**config.mk**
```make
export PLATFORM = sky130hd
export DESIGN_NAME = gregorian_date_decode
export DESIGN_NICKNAME = d
export VERILOG_FILES = /design/src/hw/rtl/gdd_pkg.sv /design/src/hw/rtl/gregorian_date_decode.sv
export VERILOG_INCLUDE_DIRS = /design/src /design/src/hw/rtl
export SDC_FILE = /design/constraint.sdc
export NUM_CORES = 1
export LEC_CHECK = 0
export ABC_AREA = 1
export BUFFER_PORTS_ARGS = -buffer_cell sky130_fd_sc_hd__buf_2
export CAP_MARGIN = 20
export CORE_ASPECT_RATIO = 1.5
export CORE_UTILIZATION = 55
export CTS_BUF_LIST = sky130_fd_sc_hd__clkbuf_8
export DETAILED_ROUTE_END_ITERATION = 8
export GPL_TIMING_DRIVEN = 0
export PLACE_DENSITY = 0.72
export SETUP_SLACK_MARGIN = 0.2
export SLEW_MARGIN = 20
export SYNTH_ARGS = -nofsm -noshare
export SYNTH_HDL_FRONTEND = slang
export SYNTH_SLANG_ARGS = --single-unit
```
**constraint.sdc**
```tcl
create_clock -name clk -period 9.78 [get_ports clk]
set_input_delay 0.978 -clock clk [delete_from_list [all_inputs] [get_ports clk]]
set_output_delay 0.978 -clock clk [all_outputs]
set_load 0.01 [all_outputs]
```
**src/hw/rtl/gregorian_date_decode_defines.svh**
```systemverilog
// Assertion macros for the Gregorian date decoder.
`ifndef GREGORIAN_DATE_DECODE_DEFINES_SVH
`define GREGORIAN_DATE_DECODE_DEFINES_SVH

`ifndef ASSERT_OFF
`define GDD_ASSERT(lbl, clk, rst_n, prop) \
  lbl: assert property (@(posedge clk) disable iff (!rst_n) prop) \
    else $error("gdd assertion failed");
`define GDD_ASSERT_NR(lbl, clk, prop) \
  lbl: assert property (@(posedge clk) prop) \
    else $error("gdd assertion failed");
`else
`define GDD_ASSERT(lbl, clk, rst_n, prop)
`define GDD_ASSERT_NR(lbl, clk, prop)
`endif

`endif

```
**src/hw/rtl/gdd_pkg.sv**
```systemverilog
// Types, constants and month table for the Gregorian date decoder.
package gdd_pkg;

  localparam int YEAR_W  = 14;
  localparam int MONTH_W = 4;
  localparam int DAY_W   = 5;
  localparam int DOY_W   = 9;
  localparam int WD_W    = 3;
  localparam int DN_W    = 22;
  localparam int DBY_W   = 23;
  localparam int WSUM_W  = 15;

  localparam int IN_TDATA_W  = 24;
  localparam int OUT_TDATA_W = 40;

  localparam int EPOCH_YEAR = 1582;
  localparam int EPOCH_EFF  = (EPOCH_YEAR < 1) ? 1 : EPOCH_YEAR;
  localparam int EPOCH_P    = EPOCH_EFF - 1;
  localparam int DBY_EPOCH  = 365 * EPOCH_P + EPOCH_P / 4 - EPOCH_P / 100 + EPOCH_P / 400;

  localparam logic [YEAR_W-1:0] EPOCH_Y = YEAR_W'(EPOCH_EFF);
  localparam logic [DBY_W-1:0]  DBY_EP  = DBY_W'(DBY_EPOCH);

  // Reciprocal multipliers: floor(x * R >> S) for x below 2^15
  localparam logic [12:0] RECIP_100 = 13'd5243;
  localparam logic [14:0] RECIP_25  = 15'd20972;
  localparam int          RECIP_SH  = 19;
  localparam logic [14:0] RECIP_7   = 15'd18725;
  localparam int          RECIP7_SH = 17;

  localparam logic [MONTH_W-1:0] MARCH = 4'd3;

  typedef logic [YEAR_W-1:0]  year_t;
  typedef logic [MONTH_W-1:0] month_t;
  typedef logic [DAY_W-1:0]   day_t;
  typedef logic [DOY_W-1:0]   doy_t;

  // Days before the given month in a common year
  function automatic doy_t days_before_month(input month_t m);
    doy_t d;
    case (m)
      4'd0:    d = 9'd0;
      4'd1:    d = 9'd0;
      4'd2:    d = 9'd31;
      4'd3:    d = 9'd59;
      4'd4:    d = 9'd90;
      4'd5:    d = 9'd120;
      4'd6:    d = 9'd151;
      4'd7:    d = 9'd181;
      4'd8:    d = 9'd212;
      4'd9:    d = 9'd243;
      4'd10:   d = 9'd273;
      4'd11:   d = 9'd304;
      4'd12:   d = 9'd334;
      4'd13:   d = 9'd365;
      4'd14:   d = 9'd395;
      default: d = 9'd425;
    endcase
    return d;
  endfunction

endpackage

```
**src/hw/rtl/gregorian_date_decode.sv**
```systemverilog
// Gregorian date decoder: leap flag, day of year, weekday and day number.
// Each item passes through the register stages s1, s2, s3 and s4 in order.
// Throughput: one item per cycle while out_tready is high; the four register stages stall in place and
// empty stages fill while the output is held.
// Reset clears the valid bits of all stages; payload registers are not reset.
`include "gregorian_date_decode_defines.svh"

module gregorian_date_decode (
  input  logic                            clk,
  input  logic                            rst_n,
  input  logic                            in_tvalid,
  output logic                            in_tready,
  // year[13:0], month[17:14], day[22:18], zero[23]
  input  logic [gdd_pkg::IN_TDATA_W-1:0]  in_tdata,
  output logic                            out_tvalid,
  input  logic                            out_tready,
  // leap[0], day_of_year[9:1], weekday[12:10], day_number[34:13], zero[39:35]
  output logic [gdd_pkg::OUT_TDATA_W-1:0] out_tdata
);
  import gdd_pkg::*;

  logic en1, en2, en3, en4;
  logic s1_valid_r, s2_valid_r, s3_valid_r, s4_valid_r;

  year_t  in_year;
  month_t in_month;
  day_t   in_day;
  year_t  in_eff;
  year_t  s1_p_nxt;

  year_t       s1_year_r;
  month_t      s1_month_r;
  day_t        s1_day_r;
  year_t       s1_p_r;
  logic [26:0] s1_prod100_r, s1_prod100_nxt;
  logic [24:0] s1_prod400_r, s1_prod400_nxt;
  logic [28:0] s1_prod25_r, s1_prod25_nxt;

  logic [11:0]       s1_q4;
  logic [7:0]        s1_q100;
  logic [5:0]        s1_q400;
  logic [9:0]        s1_q25;
  logic [YEAR_W-1:0] s1_r25;
  logic              s2_leap_nxt;
  doy_t              s2_doy_nxt;
  logic [DBY_W-1:0]  s2_dby_nxt;
  logic [WSUM_W-1:0] s2_wsum_nxt;

  logic              s2_leap_r;
  doy_t              s2_doy_r;
  logic [DBY_W-1:0]  s2_dby_r;
  logic [WSUM_W-1:0] s2_wsum_r;

  logic [DBY_W-1:0]  s3_num_full;
  logic [WSUM_W-1:0] s3_s_nxt;
  logic [28:0]       s3_prod7_nxt;

  logic              s3_leap_r;
  doy_t              s3_doy_r;
  logic [DN_W-1:0]   s3_num_r;
  logic [WSUM_W-1:0] s3_s_r;
  logic [28:0]       s3_prod7_r;

  logic [11:0]       s3_q7;
  logic [WSUM_W-1:0] s4_wd_full;

  logic              s4_leap_r;
  doy_t              s4_doy_r;
  logic [WD_W-1:0]   s4_wd_r;
  logic [DN_W-1:0]   s4_num_r;

  assign en4 = !s4_valid_r || out_tready;
  assign en3 = !s3_valid_r || en4;
  assign en2 = !s2_valid_r || en3;
  assign en1 = !s1_valid_r || en2;
  assign in_tready = en1;

  always_ff @(posedge clk) begin
    if (!rst_n) begin
      s1_valid_r <= 1'b0;
      s2_valid_r <= 1'b0;
      s3_valid_r <= 1'b0;
      s4_valid_r <= 1'b0;
    end else begin
      if (en1) s1_valid_r <= in_tvalid;
      if (en2) s2_valid_r <= s1_valid_r;
      if (en3) s3_valid_r <= s2_valid_r;
      if (en4) s4_valid_r <= s3_valid_r;
    end
  end

  // Stage 1: unpack, clamp year, start reciprocal products
  assign in_year  = in_tdata[13:0];
  assign in_month = in_tdata[17:14];
  assign in_day   = in_tdata[22:18];
  assign in_eff   = (in_year > EPOCH_Y) ? in_year : EPOCH_Y;
  assign s1_p_nxt = in_eff - YEAR_W'(1);

  assign s1_prod100_nxt = 27'(s1_p_nxt) * 27'(RECIP_100);
  assign s1_prod400_nxt = 25'(s1_p_nxt[YEAR_W-1:2]) * 25'(RECIP_100);
  assign s1_prod25_nxt  = 29'(in_year) * 29'(RECIP_25);

  always_ff @(posedge clk) begin
    if (en1) begin
      s1_year_r    <= in_year;
      s1_month_r   <= in_month;
      s1_day_r     <= in_day;
      s1_p_r       <= s1_p_nxt;
      s1_prod100_r <= s1_prod100_nxt;
      s1_prod400_r <= s1_prod400_nxt;
      s1_prod25_r  <= s1_prod25_nxt;
    end
  end

  // Stage 2: leap flag, day of year, days before year, partial weekday sum
  assign s1_q4   = s1_p_r[YEAR_W-1:2];
  assign s1_q100 = s1_prod100_r[26:RECIP_SH];
  assign s1_q400 = s1_prod400_r[24:RECIP_SH];
  assign s1_q25  = s1_prod25_r[28:RECIP_SH];
  assign s1_r25  = s1_year_r - YEAR_W'(s1_q25) * YEAR_W'(25);

  assign s2_leap_nxt = ((s1_year_r[1:0] == 2'd0) && (s1_r25 != '0)) ||
                       ((s1_year_r[3:0] == 4'd0) && (s1_r25 == '0));
  assign s2_doy_nxt  = days_before_month(s1_month_r)
                     + DOY_W'(s2_leap_nxt && (s1_month_r >= MARCH))
                     + DOY_W'(s1_day_r);
  assign s2_dby_nxt  = DBY_W'(s1_p_r) * DBY_W'(365) + DBY_W'(s1_q4)
                     + DBY_W'(s1_q400) - DBY_W'(s1_q100);
  assign s2_wsum_nxt = WSUM_W'(s1_p_r) + WSUM_W'(s1_q4)
                     + WSUM_W'(s1_q400) - WSUM_W'(s1_q100);

  always_ff @(posedge clk) begin
    if (en2) begin
      s2_leap_r <= s2_leap_nxt;
      s2_doy_r  <= s2_doy_nxt;
      s2_dby_r  <= s2_dby_nxt;
      s2_wsum_r <= s2_wsum_nxt;
    end
  end

  // Stage 3: day number, weekday sum and its reciprocal product
  assign s3_num_full  = s2_dby_r + DBY_W'(s2_doy_r) - DBY_EP;
  assign s3_s_nxt     = s2_wsum_r + WSUM_W'(s2_doy_r);
  assign s3_prod7_nxt = 29'(s3_s_nxt) * 29'(RECIP_7);

  always_ff @(posedge clk) begin
    if (en3) begin
      s3_leap_r  <= s2_leap_r;
      s3_doy_r   <= s2_doy_r;
      s3_num_r   <= s3_num_full[DN_W-1:0];
      s3_s_r     <= s3_s_nxt;
      s3_prod7_r <= s3_prod7_nxt;
    end
  end

  // Stage 4: remainder by seven, output register
  assign s3_q7      = s3_prod7_r[28:RECIP7_SH];
  assign s4_wd_full = s3_s_r - WSUM_W'(s3_q7) * WSUM_W'(7);

  always_ff @(posedge clk) begin
    if (en4) begin
      s4_leap_r <= s3_leap_r;
      s4_doy_r  <= s3_doy_r;
      s4_wd_r   <= s4_wd_full[WD_W-1:0];
      s4_num_r  <= s3_num_r;
    end
  end

  assign out_tvalid = s4_valid_r;
  assign out_tdata  = {5'd0, s4_num_r, s4_wd_r, s4_doy_r, s4_leap_r};

  `GDD_ASSERT(a_accept_fills_s1, clk, rst_n, (in_tvalid && in_tready) |=> s1_valid_r)
  `GDD_ASSERT(a_s3_stall_holds, clk, rst_n, (s3_valid_r && !en3) |=> $stable(s3_s_r))
  `GDD_ASSERT(a_weekday_range, clk, rst_n, s4_valid_r |-> (s4_wd_r <= 3'd6))
  `GDD_ASSERT_NR(a_reset_empties, clk, !rst_n |=> (!s1_valid_r && !s4_valid_r))

endmodule

```
After elaboration in Yosys (flattened, before gate mapping). Memory sizes are Yosys's and may differ from the RTL's. A register that Yosys moved wholly into a read port is not among the register bits. Index checks and enable logic that the tools add are counted.

Logic and storage cells: 66. Flip-flop bits (word level): 266. ROM bits: 144. Memories: 1. Output and inout bits: 42. Bits of input ports: 28.

Memory list: (no name shown) (depth 16, bits a word 9, rd ports 1, clocked after memory_dff 1, write ports 0, line gdd_pkg.sv:41) `case (m)`.

Mux-type cells: 2. $lt $le $gt $ge: 2. Add/sub/neg operators: 14. Multipliers: 7. Reduce and logical (&&, ||, !) cells: 16.

Operators by type and width (count): 14-bit by 13-bit multiplier with 27-bit output (second input constant) (2); 15-bit by 15-bit multiplier with 29-bit output (second input constant) (1); 12-bit by 13-bit multiplier with 25-bit output (second input constant) (1); 22-bit by 12-bit adder with 22-bit output (1); 22-bit by 6-bit adder with 22-bit output (1); 22-bit by 9-bit adder with 22-bit output (1); 14-bit by 9-bit multiplier with 22-bit output (second input constant) (1); 22-bit by 20-bit subtractor with 22-bit output (second input constant) (1); 22-bit by 8-bit subtractor with 22-bit output (1); 14-bit by 12-bit adder with 15-bit output (1); 15-bit by 6-bit adder with 15-bit output (1); 15-bit by 9-bit adder with 15-bit output (1); 15-bit by 8-bit subtractor with 15-bit output (1); 14-bit by 11-bit > comparator with 1-bit output (second input constant) (1); 14-bit logical NOT (1); 10-bit by 5-bit multiplier with 14-bit output (second input constant) (1); 14-bit 2-to-1 mux (1); 14-bit nonzero test (1); 14-bit by 1-bit subtractor with 14-bit output (second input constant) (1); 14-bit subtractor (1); 12-bit by 3-bit multiplier with 3-bit output (second input constant) (1); 9-bit by 1-bit adder with 9-bit output (1); 9-bit by 5-bit adder with 9-bit output (1); 1-bit logical OR (5); other kinds (7) (12).

Logic depth before layout (Yosys ltp).
Depth in word-level cells: 8. Gate-level depth with buffers: 40. Gate-level depth less buffers: 39.

Least setup slack after synthesis. OpenSTA, ideal clock, no wires.

Kind: input to register. Start point: input in_tdata[11] (netlist name). End point: register s1_prod400_r[21], data pin. Stages on the path: 33. Data required time: 9522 ps. Path buffers: 1. Library setup time: 258 ps. Data arrival time: 7042 ps. Path slack: 2480 ps. Cells stage by stage: inv_1 ha_1 nand2_1 nor2_2 nand2_1 nand2_2 nand2_4 buf_6 nor2_1 ha_1 nand4_1 nand2_1 nor2_1 xnor2_1 inv_1 fa_1 fa_1 inv_1 ha_1 inv_1 fa_1 fa_1 inv_1 ha_1 a21oi_1 nor2_1 a211oi_1 nand2_1 nand2_1 nand2_1 nand3_1 nand2_1 xor2_1.

Longest elaborated chain between the ends: 4.

RTL lines: from (decl) (line gregorian_date_decode.sv:14) `input logic [gdd_pkg::IN_TDATA_W-1:0] in_tdata,`; 14-bit by 11-bit > comparator with 1-bit output (line gregorian_date_decode.sv:96) `assign in_eff = (in_year > EPOCH_Y) ? in_year : EPOCH_Y;`; 14-bit 2-to-1 mux (line gregorian_date_decode.sv:96); 14-bit by 1-bit subtractor with 14-bit output (line gregorian_date_decode.sv:97) `assign s1_p_nxt = in_eff - YEAR_W'(1);`; named net s1_p_nxt[5] (line gregorian_date_decode.sv:29) `year_t s1_p_nxt;`; 12-bit by 13-bit multiplier with 25-bit output (line gregorian_date_decode.sv:100) `assign s1_prod400_nxt = 25'(s1_p_nxt[YEAR_W-1:2]) * 25'(RECIP_100);`; named net s1_prod400_nxt[21] (line gregorian_date_decode.sv:36) `logic [24:0] s1_prod400_r, s1_prod400_nxt;`; to (signal assigned) (line gregorian_date_decode.sv:110) `s1_prod400_r <= s1_prod400_nxt;`; to (decl) (line gregorian_date_decode.sv:36).

The timed path passes the listed nets, and every way through them passes these cells. A chain may end at the register's enable or synchronous reset.

Worst setup path after layout.
Start point: input in_tdata[6] (netlist name). End point: register s1_prod400_r[23], data pin.

The elaborated chain is that of the path after synthesis.

==> impl_metrics.tcl <==
set metrics [dict create \
    fill_cells 4060 \
    cts_resized 0 \
    setup.worst_path.start_class "input port" \
    cts_max_level 4 \
    crit_arrival_ns 8.35 \
    cts_root_buffer "clkbuf_8" \
    cts_setup_buffers 0 \
    numCtsBuffers 17 \
    ff2ff_setup_slack_ns 3.38 \
    status "completed" \
    maxCapViolCount 0 \
    clk_pin_slew_worst_paths_ns 0.11 \
    critPathCaptureType "flop" \
    drc 0 \
    hpwl_um 50100 \
    syn_to_final_growth_pct 6.02 \
    die_height_um 272 \
    min_period_over_period_pct 82.7 \
    grt_pass1_wl_um 94800 \
    grtUsageTotal_pct 24.4 \
    wirelength_um 57000 \
    ys.flop_type "edfxtp_1" \
    rsz0062_at_grt "no" \
    critical_path_class "in -> reg" \
    slew_violations 0 \
    grt_overflow 0 \
    clock_latency_ns 0.51 \
    row_count 98 \
    grt_max_degree 58 \
    synth_top_area_share_pct 24.6 \
    fin_nets 3784 \
    io_buffers 63 \
    synth_common_cells "759 x inv_1, 525 x ha_1, 336 x nand2_1" \
    fmaxAchievable_mhz 124 \
    ys_top_cells_by_area "ha_1 25%, fa_1 23%, edfxtp_1 20%" \
    netlist_area_sq_um 26700 \
    cpPeakStageDelay_ns 0.69 \
    cts_tree "done" \
    whs_ns 0.423 \
    wire_per_inst_um 16.1 \
    hold_path_class "reg -> reg" \
    synth.distinct_cells 53 \
    syn_inst 2835 \
    clock_skew_ns 0.0175 \
    final_layout_size_suffix_gt1_share_pct 4.87 \
    synth_most_common_cell "inv_1" \
    synth-seq-cells 194 \
    hold_violations 0 \
    finalSetupTns_ns 0 \
    drt_pass1_iterations 5 \
    fp.coreArea_sq_um 47800 \
    grt_pass1_vias 20400 \
    yosysTopAreaCell "ha_1" \
    synthArstFlopShare_pct 0 \
    worst_slew_pin_slew_ns 0.874 \
    io_pins 70 \
    gp_congestion 0.952 \
    cp.required_ns 10.05 \
    clockBufferDepth 2 \
    min_period_ns 8.09 \
    crit_fanout 11 \
    crit_slowest_cell "xnor2_2" \
    vias 18700 \
    cts_hold_buf 0 \
    cts.sinks 194 \
    drt_iter0_markers 658 \
    yosys_warnings 0 \
    setup_viol 0 \
    relSlewSlack_pct 41.5 \
    postRouteAntennaNets 0 \
    dieArea_sq_um 49500 \
    die_x_um 182 \
    ys_seq_area_share_pct 21.3 \
    finish.utilization_pct 59.3 \
    syn_avg_cell_area_sq_um 9.43 \
    synth_edf_count 181 \
    antenna_found_initial 1 \
    routed_via_density 5.27 \
    start_util_pct 55.9 \
    crit_top_cell "inv_1" \
]
flip-flops by register name, indices dropped and copies added, names as in the netlist, named ones only:
name and flops:
s3_leap_r 1, s2_doy_r 9, s2_valid_r 1, s2_wsum_r 15, s3_num_r 22, s1_prod400_r 6, s3_s_r 3, s1_prod100_r 8
s1_month_r 4, s2_dby_r 22, s1_valid_r 1, s1_day_r 5, s3_valid_r 1, s3_prod7_r 3, s4_num_r 22, s4_doy_r 9
s4_leap_r 1, s2_leap_r 1, s3_doy_r 9, s1_p_r 14, s4_wd_r 3, s1_year_r 14, out_tvalid 1, s1_prod25_r 10
cell type report:
cell class	instances	area (sq um)	area share, %
Antenna cell	1	2.50	0.00883
Sequential cell	194	5700	20.1
Clock buffer	17	234	0.825
Timing Repair Buffer	66	383	1.35
Tap cell	600	751	2.65
Buffer	9	65.1	0.230
Inverter	763	2860	10.1
Clock inverter	15	211	0.746
Multi-Input combinational cell	1873	18100	64.0
critical path, delay by kind of cell:
kind	cells	cell delay (ns)
buffers and inverters	9	1.23
and+or+nand+nor	11	1.38
xor gates and xnor gates	2	0.77
AOI/OAI and AO/OA	4	0.60
adders and majority gates	8	3.40
routing by layer:
layer | up-vias | global-route usage [%] | wire length [um]
li1 | 9168 | - | -
met5 | - | 0 | 0
met3 | 181 | 1.99 | 1190
met4 | 0 | 14.9 | 3580
met2 | 365 | 49.2 | 32100
met1 | 8936 | 23.4 | 20100
metrics by stage:
stage | setup slack, ns | cells | area [sq um]
2_1_floorplan | 2.48 | 2839 | 26800
4_1_cts | 1.67 | 3537 | 28300
6_report | 1.69 | 3538 | 28300
3_3_place_gp | 0.750 | 3502 | 27800
5_1_grt | 1.17 | 3538 | 28300
3_5_place_dp | 1.13 | 3505 | 27900
kinds of logic after synthesis:
logic type	synth area share, %
AOI/OAI and AO/OA	5.81
xor gates and xnor gates	3.67
adders and majority gates	47.6
buffers and inverters	11.0
DFF	21.3
other	0.0140
and+or+nand+nor	10.7
worst paths after layout:
check	from	cells after the start	end
worst min-delay path	s3_num_r[20]$_DFFE_PP_	0	s4_num_r[20]$_DFFE_PP_
worst min register to register	s3_num_r[20]$_DFFE_PP_	0	s4_num_r[20]$_DFFE_PP_
worst max-delay path	in_tdata[6]	34	s1_prod400_r[23]$_DFFE_PN_
worst max register to register	s2_doy_r[0]$_DFFE_PP_	28	s3_prod7_r[19]$_DFFE_PP_
cell usage in the layout (no fill, tap or decap), types with 8 or more instances in the layout:
| cell type | instances |
|---|---|
| xnor2_1 | 39 |
| edfxtp_1 | 181 |
| ha_1 | 525 |
| o21a_1 | 8 |
| fa_1 | 307 |
| nand2_1 | 336 |
| nor3_1 | 16 |
| clkbuf_8 | 17 |
| nand3_1 | 102 |
| buf_2 | 64 |
| a21o_1 | 16 |
| a21oi_1 | 123 |
| nand2_2 | 9 |
| o21ai_0 | 64 |
| o21bai_1 | 8 |
| a31oi_1 | 17 |
| nand4_1 | 36 |
| xor2_1 | 72 |
| nor2_1 | 121 |
| dfxtp_1 | 13 |
| inv_1 | 757 |
Power is left out: the tool's default activity adds up to more than one toggle a clock period on the data nets, which glitch-free logic cannot reach.
